$ cat src/design/sks_pkg.sv
// Shared types and codes for the sorted key set unit.
`default_nettype none

package sks_pkg;

  localparam int unsigned KeyWidth    = 32;
  localparam int unsigned StatusWidth = 3;

  typedef enum logic [1:0] {
    OP_INSERT    = 2'd0,
    OP_DELETE    = 2'd1,
    OP_LIST_ASC  = 2'd2,
    OP_LIST_DESC = 2'd3
  } op_e;

  typedef enum logic [StatusWidth-1:0] {
    ST_OK        = 3'd0,
    ST_DUP       = 3'd1,
    ST_FULL      = 3'd2,
    ST_NOT_FOUND = 3'd3,
    ST_EMPTY     = 3'd4
  } status_e;

  typedef enum logic [3:0] {
    S_IDLE,
    S_DECODE,
    S_SRCH_RD,
    S_SRCH_CMP,
    S_INS_RD,
    S_INS_WR,
    S_DEL_RD,
    S_DEL_WR,
    S_LIST_RD,
    S_LIST_OUT,
    S_RESP
  } state_e;

  typedef enum logic [2:0] {
    IDX_HOLD,
    IDX_ZERO,
    IDX_CNT,
    IDX_CNT_M1,
    IDX_INC,
    IDX_DEC
  } idx_op_e;

  typedef enum logic [1:0] {
    RD_IDX,
    RD_IDX_M1,
    RD_IDX_P1
  } rd_sel_e;

  typedef struct packed {
    logic    latch;
    idx_op_e idx_op;
    logic    pos_save;
    logic    rd_en;
    rd_sel_e rd_sel;
    logic    wr_en;
    logic    wr_key;
    logic    cnt_inc;
    logic    cnt_dec;
    logic    out_load;
    logic    out_item;
    status_e out_status;
    logic    out_last;
  } dp_cmd_t;

  typedef struct packed {
    op_e  op;
    logic cnt_zero;
    logic full;
    logic idx_at_end;
    logic idx_at_pos;
    logic idx_next_end;
    logic key_eq;
    logic entry_gt;
    logic list_final;
    logic out_free;
  } dp_sts_t;

endpackage

`default_nettype wire

$ cat src/design/sks_ctrl.sv
// Sequencing state machine for the sorted key set unit.
`default_nettype none

module sks_ctrl (
  input  wire logic            clk_i,
  input  wire logic            rst_ni,
  input  wire logic            in_valid_i,
  output logic                 in_ready_o,
  input  wire sks_pkg::dp_sts_t sts_i,
  output sks_pkg::dp_cmd_t     cmd_o
);
  import sks_pkg::*;

  state_e  state_q, state_d;
  status_e st_q, st_d;

  always_ff @(posedge clk_i or negedge rst_ni) begin
    if (!rst_ni) begin
      state_q <= S_IDLE;
      st_q    <= ST_OK;
    end else begin
      state_q <= state_d;
      st_q    <= st_d;
    end
  end

  always_comb begin
    state_d        = state_q;
    st_d           = st_q;
    in_ready_o     = 1'b0;
    cmd_o          = '0;
    cmd_o.idx_op   = IDX_HOLD;
    cmd_o.rd_sel   = RD_IDX;
    cmd_o.out_status = st_q;

    unique case (state_q)
      S_IDLE: begin
        in_ready_o = 1'b1;
        if (in_valid_i) begin
          cmd_o.latch = 1'b1;
          state_d     = S_DECODE;
        end
      end

      S_DECODE: begin
        unique case (sts_i.op)
          OP_INSERT: begin
            cmd_o.idx_op = IDX_ZERO;
            state_d      = S_SRCH_RD;
          end
          OP_DELETE: begin
            if (sts_i.cnt_zero) begin
              st_d    = ST_EMPTY;
              state_d = S_RESP;
            end else begin
              cmd_o.idx_op = IDX_ZERO;
              state_d      = S_SRCH_RD;
            end
          end
          default: begin
            if (sts_i.cnt_zero) begin
              st_d    = ST_EMPTY;
              state_d = S_RESP;
            end else begin
              cmd_o.idx_op = (sts_i.op == OP_LIST_ASC) ? IDX_ZERO : IDX_CNT_M1;
              state_d      = S_LIST_RD;
            end
          end
        endcase
      end

      S_SRCH_RD: begin
        if (sts_i.idx_at_end) begin
          if (sts_i.op == OP_INSERT) begin
            cmd_o.pos_save = 1'b1;
            if (sts_i.full) begin
              st_d    = ST_FULL;
              state_d = S_RESP;
            end else begin
              cmd_o.idx_op = IDX_CNT;
              state_d      = S_INS_RD;
            end
          end else begin
            st_d    = ST_NOT_FOUND;
            state_d = S_RESP;
          end
        end else begin
          cmd_o.rd_en = 1'b1;
          state_d     = S_SRCH_CMP;
        end
      end

      S_SRCH_CMP: begin
        if (sts_i.op == OP_INSERT) begin
          if (sts_i.key_eq) begin
            st_d    = ST_DUP;
            state_d = S_RESP;
          end else if (sts_i.entry_gt) begin
            cmd_o.pos_save = 1'b1;
            if (sts_i.full) begin
              st_d    = ST_FULL;
              state_d = S_RESP;
            end else begin
              cmd_o.idx_op = IDX_CNT;
              state_d      = S_INS_RD;
            end
          end else begin
            cmd_o.idx_op = IDX_INC;
            state_d      = S_SRCH_RD;
          end
        end else begin
          if (sts_i.key_eq) begin
            state_d = S_DEL_RD;
          end else begin
            cmd_o.idx_op = IDX_INC;
            state_d      = S_SRCH_RD;
          end
        end
      end

      // shift entries up by one, top down, then drop the key into the gap
      S_INS_RD: begin
        if (sts_i.idx_at_pos) begin
          cmd_o.wr_en   = 1'b1;
          cmd_o.wr_key  = 1'b1;
          cmd_o.cnt_inc = 1'b1;
          st_d          = ST_OK;
          state_d       = S_RESP;
        end else begin
          cmd_o.rd_en  = 1'b1;
          cmd_o.rd_sel = RD_IDX_M1;
          state_d      = S_INS_WR;
        end
      end

      S_INS_WR: begin
        cmd_o.wr_en  = 1'b1;
        cmd_o.idx_op = IDX_DEC;
        state_d      = S_INS_RD;
      end

      // close the gap: shift entries above the hit down by one
      S_DEL_RD: begin
        if (sts_i.idx_next_end) begin
          cmd_o.cnt_dec = 1'b1;
          st_d          = ST_OK;
          state_d       = S_RESP;
        end else begin
          cmd_o.rd_en  = 1'b1;
          cmd_o.rd_sel = RD_IDX_P1;
          state_d      = S_DEL_WR;
        end
      end

      S_DEL_WR: begin
        cmd_o.wr_en  = 1'b1;
        cmd_o.idx_op = IDX_INC;
        state_d      = S_DEL_RD;
      end

      S_LIST_RD: begin
        cmd_o.rd_en = 1'b1;
        state_d     = S_LIST_OUT;
      end

      S_LIST_OUT: begin
        if (sts_i.out_free) begin
          cmd_o.out_load   = 1'b1;
          cmd_o.out_item   = 1'b1;
          cmd_o.out_status = ST_OK;
          cmd_o.out_last   = sts_i.list_final;
          if (sts_i.list_final) begin
            state_d = S_IDLE;
          end else begin
            cmd_o.idx_op = (sts_i.op == OP_LIST_ASC) ? IDX_INC : IDX_DEC;
            state_d      = S_LIST_RD;
          end
        end
      end

      S_RESP: begin
        if (sts_i.out_free) begin
          cmd_o.out_load = 1'b1;
          cmd_o.out_last = 1'b1;
          state_d        = S_IDLE;
        end
      end

      default: begin
        state_d = S_IDLE;
      end
    endcase
  end

endmodule

`default_nettype wire

$ cat src/design/sks_dp.sv
// Key store, index counters, comparator and result register.
`default_nettype none

module sks_dp #(
  parameter int unsigned CAPACITY = 16
) (
  input  wire logic                                clk_i,
  input  wire logic                                rst_ni,
  input  wire logic [1:0]                          op_i,
  input  wire logic signed [sks_pkg::KeyWidth-1:0] key_i,
  input  wire sks_pkg::dp_cmd_t                    cmd_i,
  output sks_pkg::dp_sts_t                         sts_o,
  input  wire logic                                out_ready_i,
  output logic                                     out_valid_o,
  output logic [sks_pkg::StatusWidth-1:0]          status_o,
  output logic signed [sks_pkg::KeyWidth-1:0]      out_key_o,
  output logic                                     last_o
);
  import sks_pkg::*;

  localparam int unsigned AW = (CAPACITY > 1) ? $clog2(CAPACITY) : 1;
  localparam int unsigned CW = $clog2(CAPACITY + 1);

  logic signed [KeyWidth-1:0] mem [CAPACITY];

  op_e                        op_q;
  logic signed [KeyWidth-1:0] key_q;
  logic signed [KeyWidth-1:0] rdata_q;
  logic [CW-1:0]              cnt_q, cnt_d;
  logic [CW-1:0]              idx_q, idx_d;
  logic [CW-1:0]              pos_q;
  logic [CW-1:0]              raddr_full;
  logic [AW-1:0]              raddr, waddr;
  logic signed [KeyWidth-1:0] wdata;

  logic                       out_valid_q;
  status_e                    out_status_q;
  logic signed [KeyWidth-1:0] out_key_q;
  logic                       out_last_q;

  always_ff @(posedge clk_i) begin
    if (cmd_i.latch) begin
      op_q  <= op_e'(op_i);
      key_q <= key_i;
    end
    if (cmd_i.pos_save) begin
      pos_q <= idx_q;
    end
    idx_q <= idx_d;
  end

  always_comb begin
    unique case (cmd_i.idx_op)
      IDX_HOLD:   idx_d = idx_q;
      IDX_ZERO:   idx_d = '0;
      IDX_CNT:    idx_d = cnt_q;
      IDX_CNT_M1: idx_d = cnt_q - CW'(1);
      IDX_INC:    idx_d = idx_q + CW'(1);
      IDX_DEC:    idx_d = idx_q - CW'(1);
      default:    idx_d = idx_q;
    endcase
  end

  always_comb begin
    cnt_d = cnt_q;
    if (cmd_i.cnt_inc) begin
      cnt_d = cnt_q + CW'(1);
    end else if (cmd_i.cnt_dec) begin
      cnt_d = cnt_q - CW'(1);
    end
  end

  always_ff @(posedge clk_i or negedge rst_ni) begin
    if (!rst_ni) begin
      cnt_q <= '0;
    end else begin
      cnt_q <= cnt_d;
    end
  end

  // key store: one write and one registered read per cycle
  always_comb begin
    unique case (cmd_i.rd_sel)
      RD_IDX_M1: raddr_full = idx_q - CW'(1);
      RD_IDX_P1: raddr_full = idx_q + CW'(1);
      default:   raddr_full = idx_q;
    endcase
  end

  assign raddr = raddr_full[AW-1:0];
  assign waddr = idx_q[AW-1:0];
  assign wdata = cmd_i.wr_key ? key_q : rdata_q;

  always_ff @(posedge clk_i) begin
    if (cmd_i.wr_en) begin
      mem[waddr] <= wdata;
    end
    if (cmd_i.rd_en) begin
      rdata_q <= mem[raddr];
    end
  end

  // result register
  always_ff @(posedge clk_i or negedge rst_ni) begin
    if (!rst_ni) begin
      out_valid_q <= 1'b0;
    end else if (cmd_i.out_load) begin
      out_valid_q <= 1'b1;
    end else if (out_ready_i) begin
      out_valid_q <= 1'b0;
    end
  end

  always_ff @(posedge clk_i) begin
    if (cmd_i.out_load) begin
      out_status_q <= cmd_i.out_status;
      out_last_q   <= cmd_i.out_last;
      if (cmd_i.out_item) begin
        out_key_q <= rdata_q;
      end else if (op_q == OP_LIST_ASC || op_q == OP_LIST_DESC) begin
        out_key_q <= '0;
      end else begin
        out_key_q <= key_q;
      end
    end
  end

  assign out_valid_o = out_valid_q;
  assign status_o    = out_status_q;
  assign out_key_o   = out_key_q;
  assign last_o      = out_last_q;

  always_comb begin
    sts_o.op           = op_q;
    sts_o.cnt_zero     = (cnt_q == '0);
    sts_o.full         = (cnt_q == CW'(CAPACITY));
    sts_o.idx_at_end   = (idx_q == cnt_q);
    sts_o.idx_at_pos   = (idx_q == pos_q);
    sts_o.idx_next_end = ((idx_q + CW'(1)) == cnt_q);
    sts_o.key_eq       = (rdata_q == key_q);
    sts_o.entry_gt     = (rdata_q > key_q);
    sts_o.list_final   = (op_q == OP_LIST_ASC) ? (idx_q == (cnt_q - CW'(1)))
                                               : (idx_q == '0);
    sts_o.out_free     = !out_valid_q || out_ready_i;
  end

endmodule

`default_nettype wire

$ cat src/design/sorted_key_set_unit.sv
// Top level of the sorted key set unit: controller plus datapath.
//
//   channel | direction | handshake             | payload
//   --------+-----------+-----------------------+------------------------------
//   in      | input     | in_valid_i/in_ready_o | op_i[1:0], key_i[31:0] signed
//   out     | output    | out_valid_o/out_ready_i | status_o[2:0], out_key_o, last_o
//
// One item at a time; all work goes through the read port and the write
// port of the key store, and each entry touched is read, then used.
// Reset clears the entry count, the result valid flag and the sequencer
// state; stored keys are don't-care until written. A stalled out transfer
// holds the sequencer.
`default_nettype none

module sorted_key_set_unit #(
  parameter int unsigned CAPACITY = 16
) (
  input  wire logic                                clk_i,
  input  wire logic                                rst_ni,
  input  wire logic                                in_valid_i,
  output logic                                     in_ready_o,
  input  wire logic [1:0]                          op_i,
  input  wire logic signed [sks_pkg::KeyWidth-1:0] key_i,
  output logic                                     out_valid_o,
  input  wire logic                                out_ready_i,
  output logic [sks_pkg::StatusWidth-1:0]          status_o,
  output logic signed [sks_pkg::KeyWidth-1:0]      out_key_o,
  output logic                                     last_o
);
  import sks_pkg::*;

  dp_cmd_t cmd;
  dp_sts_t sts;

  // sequencer: decodes the operation, walks the store, paces results
  sks_ctrl u_ctrl (
    .clk_i      (clk_i),
    .rst_ni     (rst_ni),
    .in_valid_i (in_valid_i),
    .in_ready_o (in_ready_o),
    .sts_i      (sts),
    .cmd_o      (cmd)
  );

  // key store, counters, compare and the result register
  sks_dp #(
    .CAPACITY (CAPACITY)
  ) u_dp (
    .clk_i       (clk_i),
    .rst_ni      (rst_ni),
    .op_i        (op_i),
    .key_i       (key_i),
    .cmd_i       (cmd),
    .sts_o       (sts),
    .out_ready_i (out_ready_i),
    .out_valid_o (out_valid_o),
    .status_o    (status_o),
    .out_key_o   (out_key_o),
    .last_o      (last_o)
  );

  // accepting a transfer always leaves the idle state
  a_leave_idle: assert property (@(posedge clk_i) disable iff (!rst_ni)
    in_valid_i && in_ready_o |=> !in_ready_o)
    else $error("input accepted twice in a row");

  // a pending result is never overwritten
  a_no_overwrite: assert property (@(posedge clk_i) disable iff (!rst_ni)
    cmd.out_load |-> sts.out_free)
    else $error("result register overwritten");

  // no insert into a full store
  a_no_overfill: assert property (@(posedge clk_i) disable iff (!rst_ni)
    cmd.cnt_inc |-> !sts.full)
    else $error("entry count overflow");

  // no delete from an empty store
  a_no_underflow: assert property (@(posedge clk_i) disable iff (!rst_ni)
    cmd.cnt_dec |-> !sts.cnt_zero)
    else $error("entry count underflow");

endmodule

`default_nettype wire

$ cat config.mk
export PLATFORM = sky130hd
export DESIGN_NAME = sorted_key_set_unit
export DESIGN_NICKNAME = d
export VERILOG_FILES = /design/src/design/sks_pkg.sv /design/src/design/sks_ctrl.sv /design/src/design/sks_dp.sv /design/src/design/sorted_key_set_unit.sv
export SDC_FILE = /design/constraint.sdc
export NUM_CORES = 1
export LEC_CHECK = 0
export ABC_AREA = 1
export BUFFER_PORTS_ARGS = -buffer_cell sky130_fd_sc_hd__clkbuf_2
export CAP_MARGIN = 20
export CORE_MARGIN = 4
export CORE_UTILIZATION = 45
export CTS_CLUSTER_SIZE = 24
export DETAILED_ROUTE_END_ITERATION = 8
export HOLD_SLACK_MARGIN = 0.05
export SKIP_LAST_GASP = 1
export SYNTH_ARGS = -nofsm -noshare
export SYNTH_HDL_FRONTEND = slang
export SYNTH_SLANG_ARGS = --single-unit
$ cat constraint.sdc
create_clock -name clk_i -period 3.3 [get_ports clk_i]
set_clock_uncertainty 0.2 [all_clocks]
set_input_delay 0.495 -clock clk_i [delete_from_list [all_inputs] [get_ports clk_i]]
set_output_delay 0.495 -clock clk_i [all_outputs]
set_load 0.02 [all_outputs]
## Word-level counts from Yosys, hierarchy flattened

Memories as Yosys holds them, arrays and structs flattened. A register that Yosys moved wholly into a read port is not among the register bits.
Cells that the tools add are included.

| cells by class | value |
|---|---|
| add/sub/neg operators | 4 |
| $mul | 0 |
| divide/modulo/power cells | 0 |
| order comparisons | 1 |
| eq/ne operators | 36 |
| shifts and indexed selects | 0 |
| multiplexer cells | 76 |
| bitwise logic cells | 0 |
| reductions and logical operators | 14 |

Operators with widths:

| kind | number |
|---|---|
| $mux 32 | 3 |
| $mux 4 | 17 |
| $mux 3 | 20 |
| $pmux 4 s11 | 1 |
| $eq 32x32->1 | 1 |
| $gt 32x32->1 | 1 |
| $pmux 5 s5 | 1 |
| $eq 5x5->1 | 4 |
| $pmux 3 s6 | 1 |
| $eq 4x3->1 const B | 4 |
| $mux 1 | 16 |
| $ne 2x2->1 const B | 8 |
| $pmux 4 s2 | 2 |
| $pmux 3 s5 | 1 |
| $eq 4x4->1 const B | 3 |
| $add 5x1->5 const B | 2 |
| $logic_not 5->1 | 2 |
| $mux 5 | 2 |
| $reduce_bool 5->1 | 2 |
| $sub 5x1->5 const B | 2 |
| $eq 4x2->1 const B | 2 |
| $mux 2 | 4 |
| $pmux 1 s2 | 4 |
| $reduce_and 8->1 | 1 |
| other kinds (20) | 27 |

| word-level totals | value |
|---|---|
| register bits after elaboration | 93 |
| latch bits | 0 |
| bits in writable memories | 512 |
| ROM bits | 0 |
| input port bits | 38 |
| output and inout port bits | 38 |
| word-level logic and storage cells | 143 |
| memories kept | 1 |

Memory list:

| name | depth | width | rd ports | clocked after memory_dff | write ports | line | source |
|---|---|---|---|---|---|---|---|
| u_dp.mem | 16 | 32 | 1 | 1 | 1 | sks_dp.sv:24 | `logic signed [KeyWidth-1:0] mem [CAPACITY];` |

## Depth between registers and ports, before layout

| logic depth | value |
|---|---|
| depth in word-level cells | 8 |
| mapped depth | 21 |
| depth with buffers taken out | 21 |

## By module

Synthesis repeated with hierarchy kept, for this count alone.

| unflattened totals | value |
|---|---|
| cell total of the unflattened synthesis | 2428 |
| area total of the unflattened synthesis | 28069.4 sq um |

By module, submodules not included:

| module | times used | cells an instance | area each (sq um) | seq. area each (sq um) |
|---|---|---|---|---|
| sks_dp | 1 | 2269 | 27221.1 | 18888.1 |
| sks_ctrl | 1 | 159 | 848.3 | 175.2 |

## Worst setup path after synthesis

OpenSTA, ideal clock, no wires.

| timing path | value |
|---|---|
| kind | reg-to-reg |
| from | register u_dp.idx_q[1] |
| to | memory u_dp.mem[0][0] (enable) |
| setup time | 0.421 ns |
| data arrival time | 2.905 ns |
| required time | 2.679 ns |
| path slack | -0.226 ns |
| cell stages (with the launch flop) | 11 |
| path buffers | 0 |
| clock period less this slack | 3.526 ns |
| cell sequence | edfxtp_1 > inv_1 > or2_0 > nand3_1 > nor4_2 > nand2_2 > inv_2 > nor2_1 > inv_1 > nand2_1 > nor2_1 |

| on the way | value |
|---|---|
| word-level cells in the longest chain between the ends | 5 |

RTL lines:

| item | line | source |
|---|---|---|
| start, declared | sks_dp.sv:30 | `logic [CW-1:0] idx_q, idx_d;` |
| start signal, assigned | sks_dp.sv:49 | `idx_q <= idx_d;` |
| $eq 5x5->1 | sks_dp.sv:138 | `sts_o.idx_at_pos = (idx_q == pos_q);` |
| $mux 3 | sks_ctrl.sv:123 | `if (sts_i.idx_at_pos) begin` |
| $pmux 1 s2 | sks_ctrl.sv:36 | `unique case (state_q)` |
| $mux 1 | sks_dp.sv:95 | `if (cmd_i.wr_en) begin` |
| $mux 1 (not written as such) | sks_dp.sv:96 | `mem[waddr] <= wdata;` |
| end, declared | sks_dp.sv:24 |  |

Parallel ways exist; a longest one is shown, timed or not.

## Worst setup path after layout

| timing path | value |
|---|---|
| from | register u_dp.idx_q[1] |
| to | register u_dp.rdata_q[8] (read register of u_dp.mem) (data pin) |

| on the way | value |
|---|---|
| word-level cells in the longest chain between the ends | 6 |
| elaborated cells on any way between the ends | 13 |
| classes of those cells | add/sub (2); eq/ne (5); mux (6) |

RTL lines:

| item | line | source |
|---|---|---|
| $add 5x1->5 | sks_dp.sv:139 | `sts_o.idx_next_end = ((idx_q + CW'(1)) == cnt_q);` |
| $eq 5x5->1 | sks_dp.sv:139 |  |
| $mux 3 | sks_ctrl.sv:144 | `if (sts_i.idx_next_end) begin` |
| $pmux 2 s2 | sks_ctrl.sv:36 |  |
| $eq 2x2->1 or $eq 2x1->1 (tied branches) | sks_dp.sv:83 | `unique case (cmd_i.rd_sel)` |
| $pmux 4 s2 | sks_dp.sv:83 |  |
| end, declared | sks_dp.sv:28 | `logic signed [KeyWidth-1:0] rdata_q;` |

Parallel ways exist; a longest one is shown, timed or not.
A chain may end at the register's enable or synchronous reset.

==> results by group <==
Worst hold path
  – HP Class: in -> reg

Routing
  – Drt wl/cell: 22.95 um
  – Drt via density: 5.667
  – Final WL: 72440 um
  – Pre-Repair DR Iteration Count: 5
  – Initial DRC count: 1628
  – Detail Route Antenna Nets: 0
  – DRC errors left: 0
  – Via count: 17880

Power
  – PwrDens: 1010 mW/mm2
  – Pleak: 11.92 nW
  – Peak VDD IR: 0.001197 V
  – Gate power share: 0.462
  – Switching share of power: 0.3757
  – Power share of the clock group: 0.200
  – Share of power burned in registers: 0.338
  – Psw: 12.58 mW
  – Pint: 20.91 mW

Status
  – Failing checks: setup timing
  – Status: finished with violations

Synth
  – Count leader, synth: edfxtp_1
  – Syn nets: 2113
  – Synth area leaders: edfxtp_1 70%, nor2_1 4.6%, o21ai_0 3.3%
  – Synth top cells by count: 624 x edfxtp_1, 331 x nor2_1, 212 x nand2_1, 175 x o21ai_0, 91 x inv_1
  – Mapped cell area: 0.02682 mm2
  – Synth warn: 0
  – Area share of the largest cell type after synthesis: 0.6987
  – Post-synthesis average cell area: 13.18 um2
  – Register area share after synthesis: 0.7108
  – Largest area contributor in the netlist: edfxtp_1
  – Dominant synthesized flop cell: edfxtp_1
  – Synth async-reset ratio: 0.02041
  – EDFF count, synth: 624
  – Distinct cells, synth: 45
  – Syn Inst Count: 2034
  – Flop and latch count out of synthesis: 637

Setup path
  – Arr. time, crit path: 3690 ps
  – Crit path max fanout: 7
  – Startpoint types: flip-flop
  – WP data required: 3450 ps
  – Setup CP Type: reg -> reg
  – Critical Path End Type: flip-flop

Floorplan
  – Row count: 89
  – Initial core utilization: 0.4544
  – IO Pins: 76
  – Die H: 252.1 um
  – Die Wd: 252.1 um
  – Die ar.: 0.06357 mm2
  – Core ar.: 0.05902 mm2

STA
  – Final Worst Setup Slack: -231.6 ps
  – Final setup fails: 32
  – Final Hold Fails: 0
  – Unrepaired setup endpoints after global routing: true
  – Final cycle utilization of the critical path: 1.070
  – Slew Viols, Final: 0
  – Fmax: 283.2 MHz
  – Slew margin rel.: 0.4639
  – Final min period: 3532 ps
  – Worst-Margin Slew: 802.2 ps

Placed design
  – RePlAce Congestion: 0.9337
  – Port buffer count: 75
  – Setup WS pre-CTS: -454.5 ps
  – DP HPWL: 41370 um

Clock tree
  – Clk sinks: 637
  – CTS tree: done
  – Worst-skew pair later-pin latency: 630 ps
  – CTS root buffer: clkbuf_16
  – Num CTS Buffers: 61
  – H-tree Lvls: 2
  – Deepest clock path buffer count: 3
  – Clk slew on worst S/H paths: 60 ps

GRT
  – Largest net degree at the start of global routing: 68
  – Vias in the first global route: 17110
  – GRT Util Overall: 0.2155
  – First-pass GRT wire length: 105000 um
  – Grt ovf: 0
  – Initial antenna violation count: 0

Finish
  – Nets@finish: 2414
  – Ant diodes: 0
  – Layout cell share with drive strength beyond 1: 0.2136
  – Area grow syn2layout: 23.69%
  – Final Core Density: 0.5620

Run
  – Max Cap Viol: 0
[cells by family after synthesis]
kind of cell,count (synthesis),synth area share
buffers and inverters,225,0.03774
and+or+nand+nor,598,0.08832
muxes,61,0.02277
AOI/OAI and AO/OA,446,0.1127
DFF,637,0.7108
xor gates and xnor gates,26,0.008491
adders and majority gates,41,0.01913
[final timing paths]
check,endpoint,cells after the start,from,slack (ps)
max in group asynchronous,u_ctrl.st_q[2],2,rst_ni,2490
worst min-delay path,u_dp.out_valid_o,4,out_ready_i,100
worst max-delay path,u_dp.rdata_q[8],18,u_dp.idx_q[1],-230
min in group asynchronous,u_dp.cnt_q[3],2,rst_ni,120
worst min register to register,u_ctrl.st_q[0],2,u_ctrl.st_q[0],330
worst max register to register,u_dp.rdata_q[8],18,u_dp.idx_q[1],-230
[layout make-up]
cell class | count | area (um2)
Fill cell | 4665 | 25850
Timing Repair Buffer | 356 | 3671
Sequential cell | 637 | 19060
Clock buffer | 73 | 1593
Tap cell | 773 | 967.2
Multi-Input combinational cell | 1172 | 7139
Inverter | 106 | 424.2
Clock inverter | 38 | 304.0
Timing Repair inverter | 1 | 8.758
[critical path, cell delays in order, from the launching register on]
cell       delay [ps]
edfxtp_1          440
buf_6             170
nand3_4            80
xor2_2            180
xor2_1            200
nor3_2             70
nand2_1            70
nand2_2            90
ha_4              320
inv_6              50
buf_12            110
o21ai_4           220
clkbuf_16         220
buf_16            150
buf_4             160
mux2i_1           180
o221ai_1          120
o211ai_1          100
nand2_1           110
[power by group through the flow]
stage	clock, mW	combinational (mW)	sequential, mW
detailed placement	0	13.0	11.5
global route	7.16	16.7	11.4
CTS	6.81	14.3	11.3
floorplan	0	7.81	11.4
global placement	0	12.7	11.5
finish	6.70	15.5	11.3
[what timing repair did]
item | 4_1_cts | 5_1_grt
gates cloned | 6 | 12
pin swaps | 13 | 21
hold buffers | 35 | 0
endpoints found under the hold margin | 47 | 0
setup buffers | 27 | 21
endpoints found under the setup margin | 32 | 630
resized for setup | 48 | 75
[layout by cell type, fill, tap and decap left out, types with 4 or more instances in the layout]
master	netlist	layout
o21ai_1	6	25
nand2_2	5	10
nor2_1	331	303
buf_6	4	15
inv_2	15	16
dlygate4sd3_1	0	35
mux2i_1	61	56
bufinv_16	0	4
nor2_4	1	20
mux2i_2	0	4
inv_1	91	87
xor2_1	22	20
nand2_1	212	206
o21ai_0	175	150
inv_6	0	4
o32ai_2	0	4
o211ai_1	68	68
o31ai_1	32	32
buf_4	19	157
clkinv_2	0	17
nor2_2	3	12
o221ai_1	61	60
clkbuf_2	1	75
a21oi_1	22	21
dfrtp_1	13	13
buf_12	0	46
edfxtp_1	624	624
o32ai_1	66	62
clkbuf_16	0	74
buf_16	0	9
clkbuf_1	40	11
o21ai_2	2	5
clkinv_1	0	14
ha_1	41	37
o21ai_4	1	4
nand3_1	35	31
[registers in the layout, summed over array words and instances, names as in the netlist]
register / flops
u_ctrl.state_q: 4
u_dp.idx_q: 5
u_dp.out_key_o: 32
u_dp.op_q: 2
u_dp.mem: 512
u_ctrl.st_q: 3
u_dp.cnt_q: 5
u_dp.rdata_q: 32
u_dp.out_valid_o: 1
u_dp.pos_q: 5
u_dp.key_q: 32
u_dp.status_o: 3
u_dp.last_o: 1
[layer usage]
metal / share of wire / vias to the layer above / GRT usage / wire, um
met3: 0.076 / 117 / 0.03169 / 5532
li1: - / 8179 / - / -
met4: 0.024 / 0 / 0.06195 / 1732
met1: 0.42 / 8844 / 0.3032 / 30530
met5: 0 / - / 0 / 0
met2: 0.48 / 744 / 0.3538 / 34650
[through the flow]
step	power, mW	TNS, ps	std cells	hold WS (ps)	instance area [um2]
6_report	33.50	-5126	3156	98.44	33170
5_1_grt	35.20	-9741	3156	105.3	33170
4_1_cts	32.39	-20520	3123	73.87	32480
3_5_place_dp	24.45	-10130	2944	232.1	29630
3_3_place_gp	24.18	-5254	2944	228.8	29630
2_1_floorplan	19.22	-102730	2034	-0.5910	26820
No activity file was read; power rests on OpenSTA's default activity.
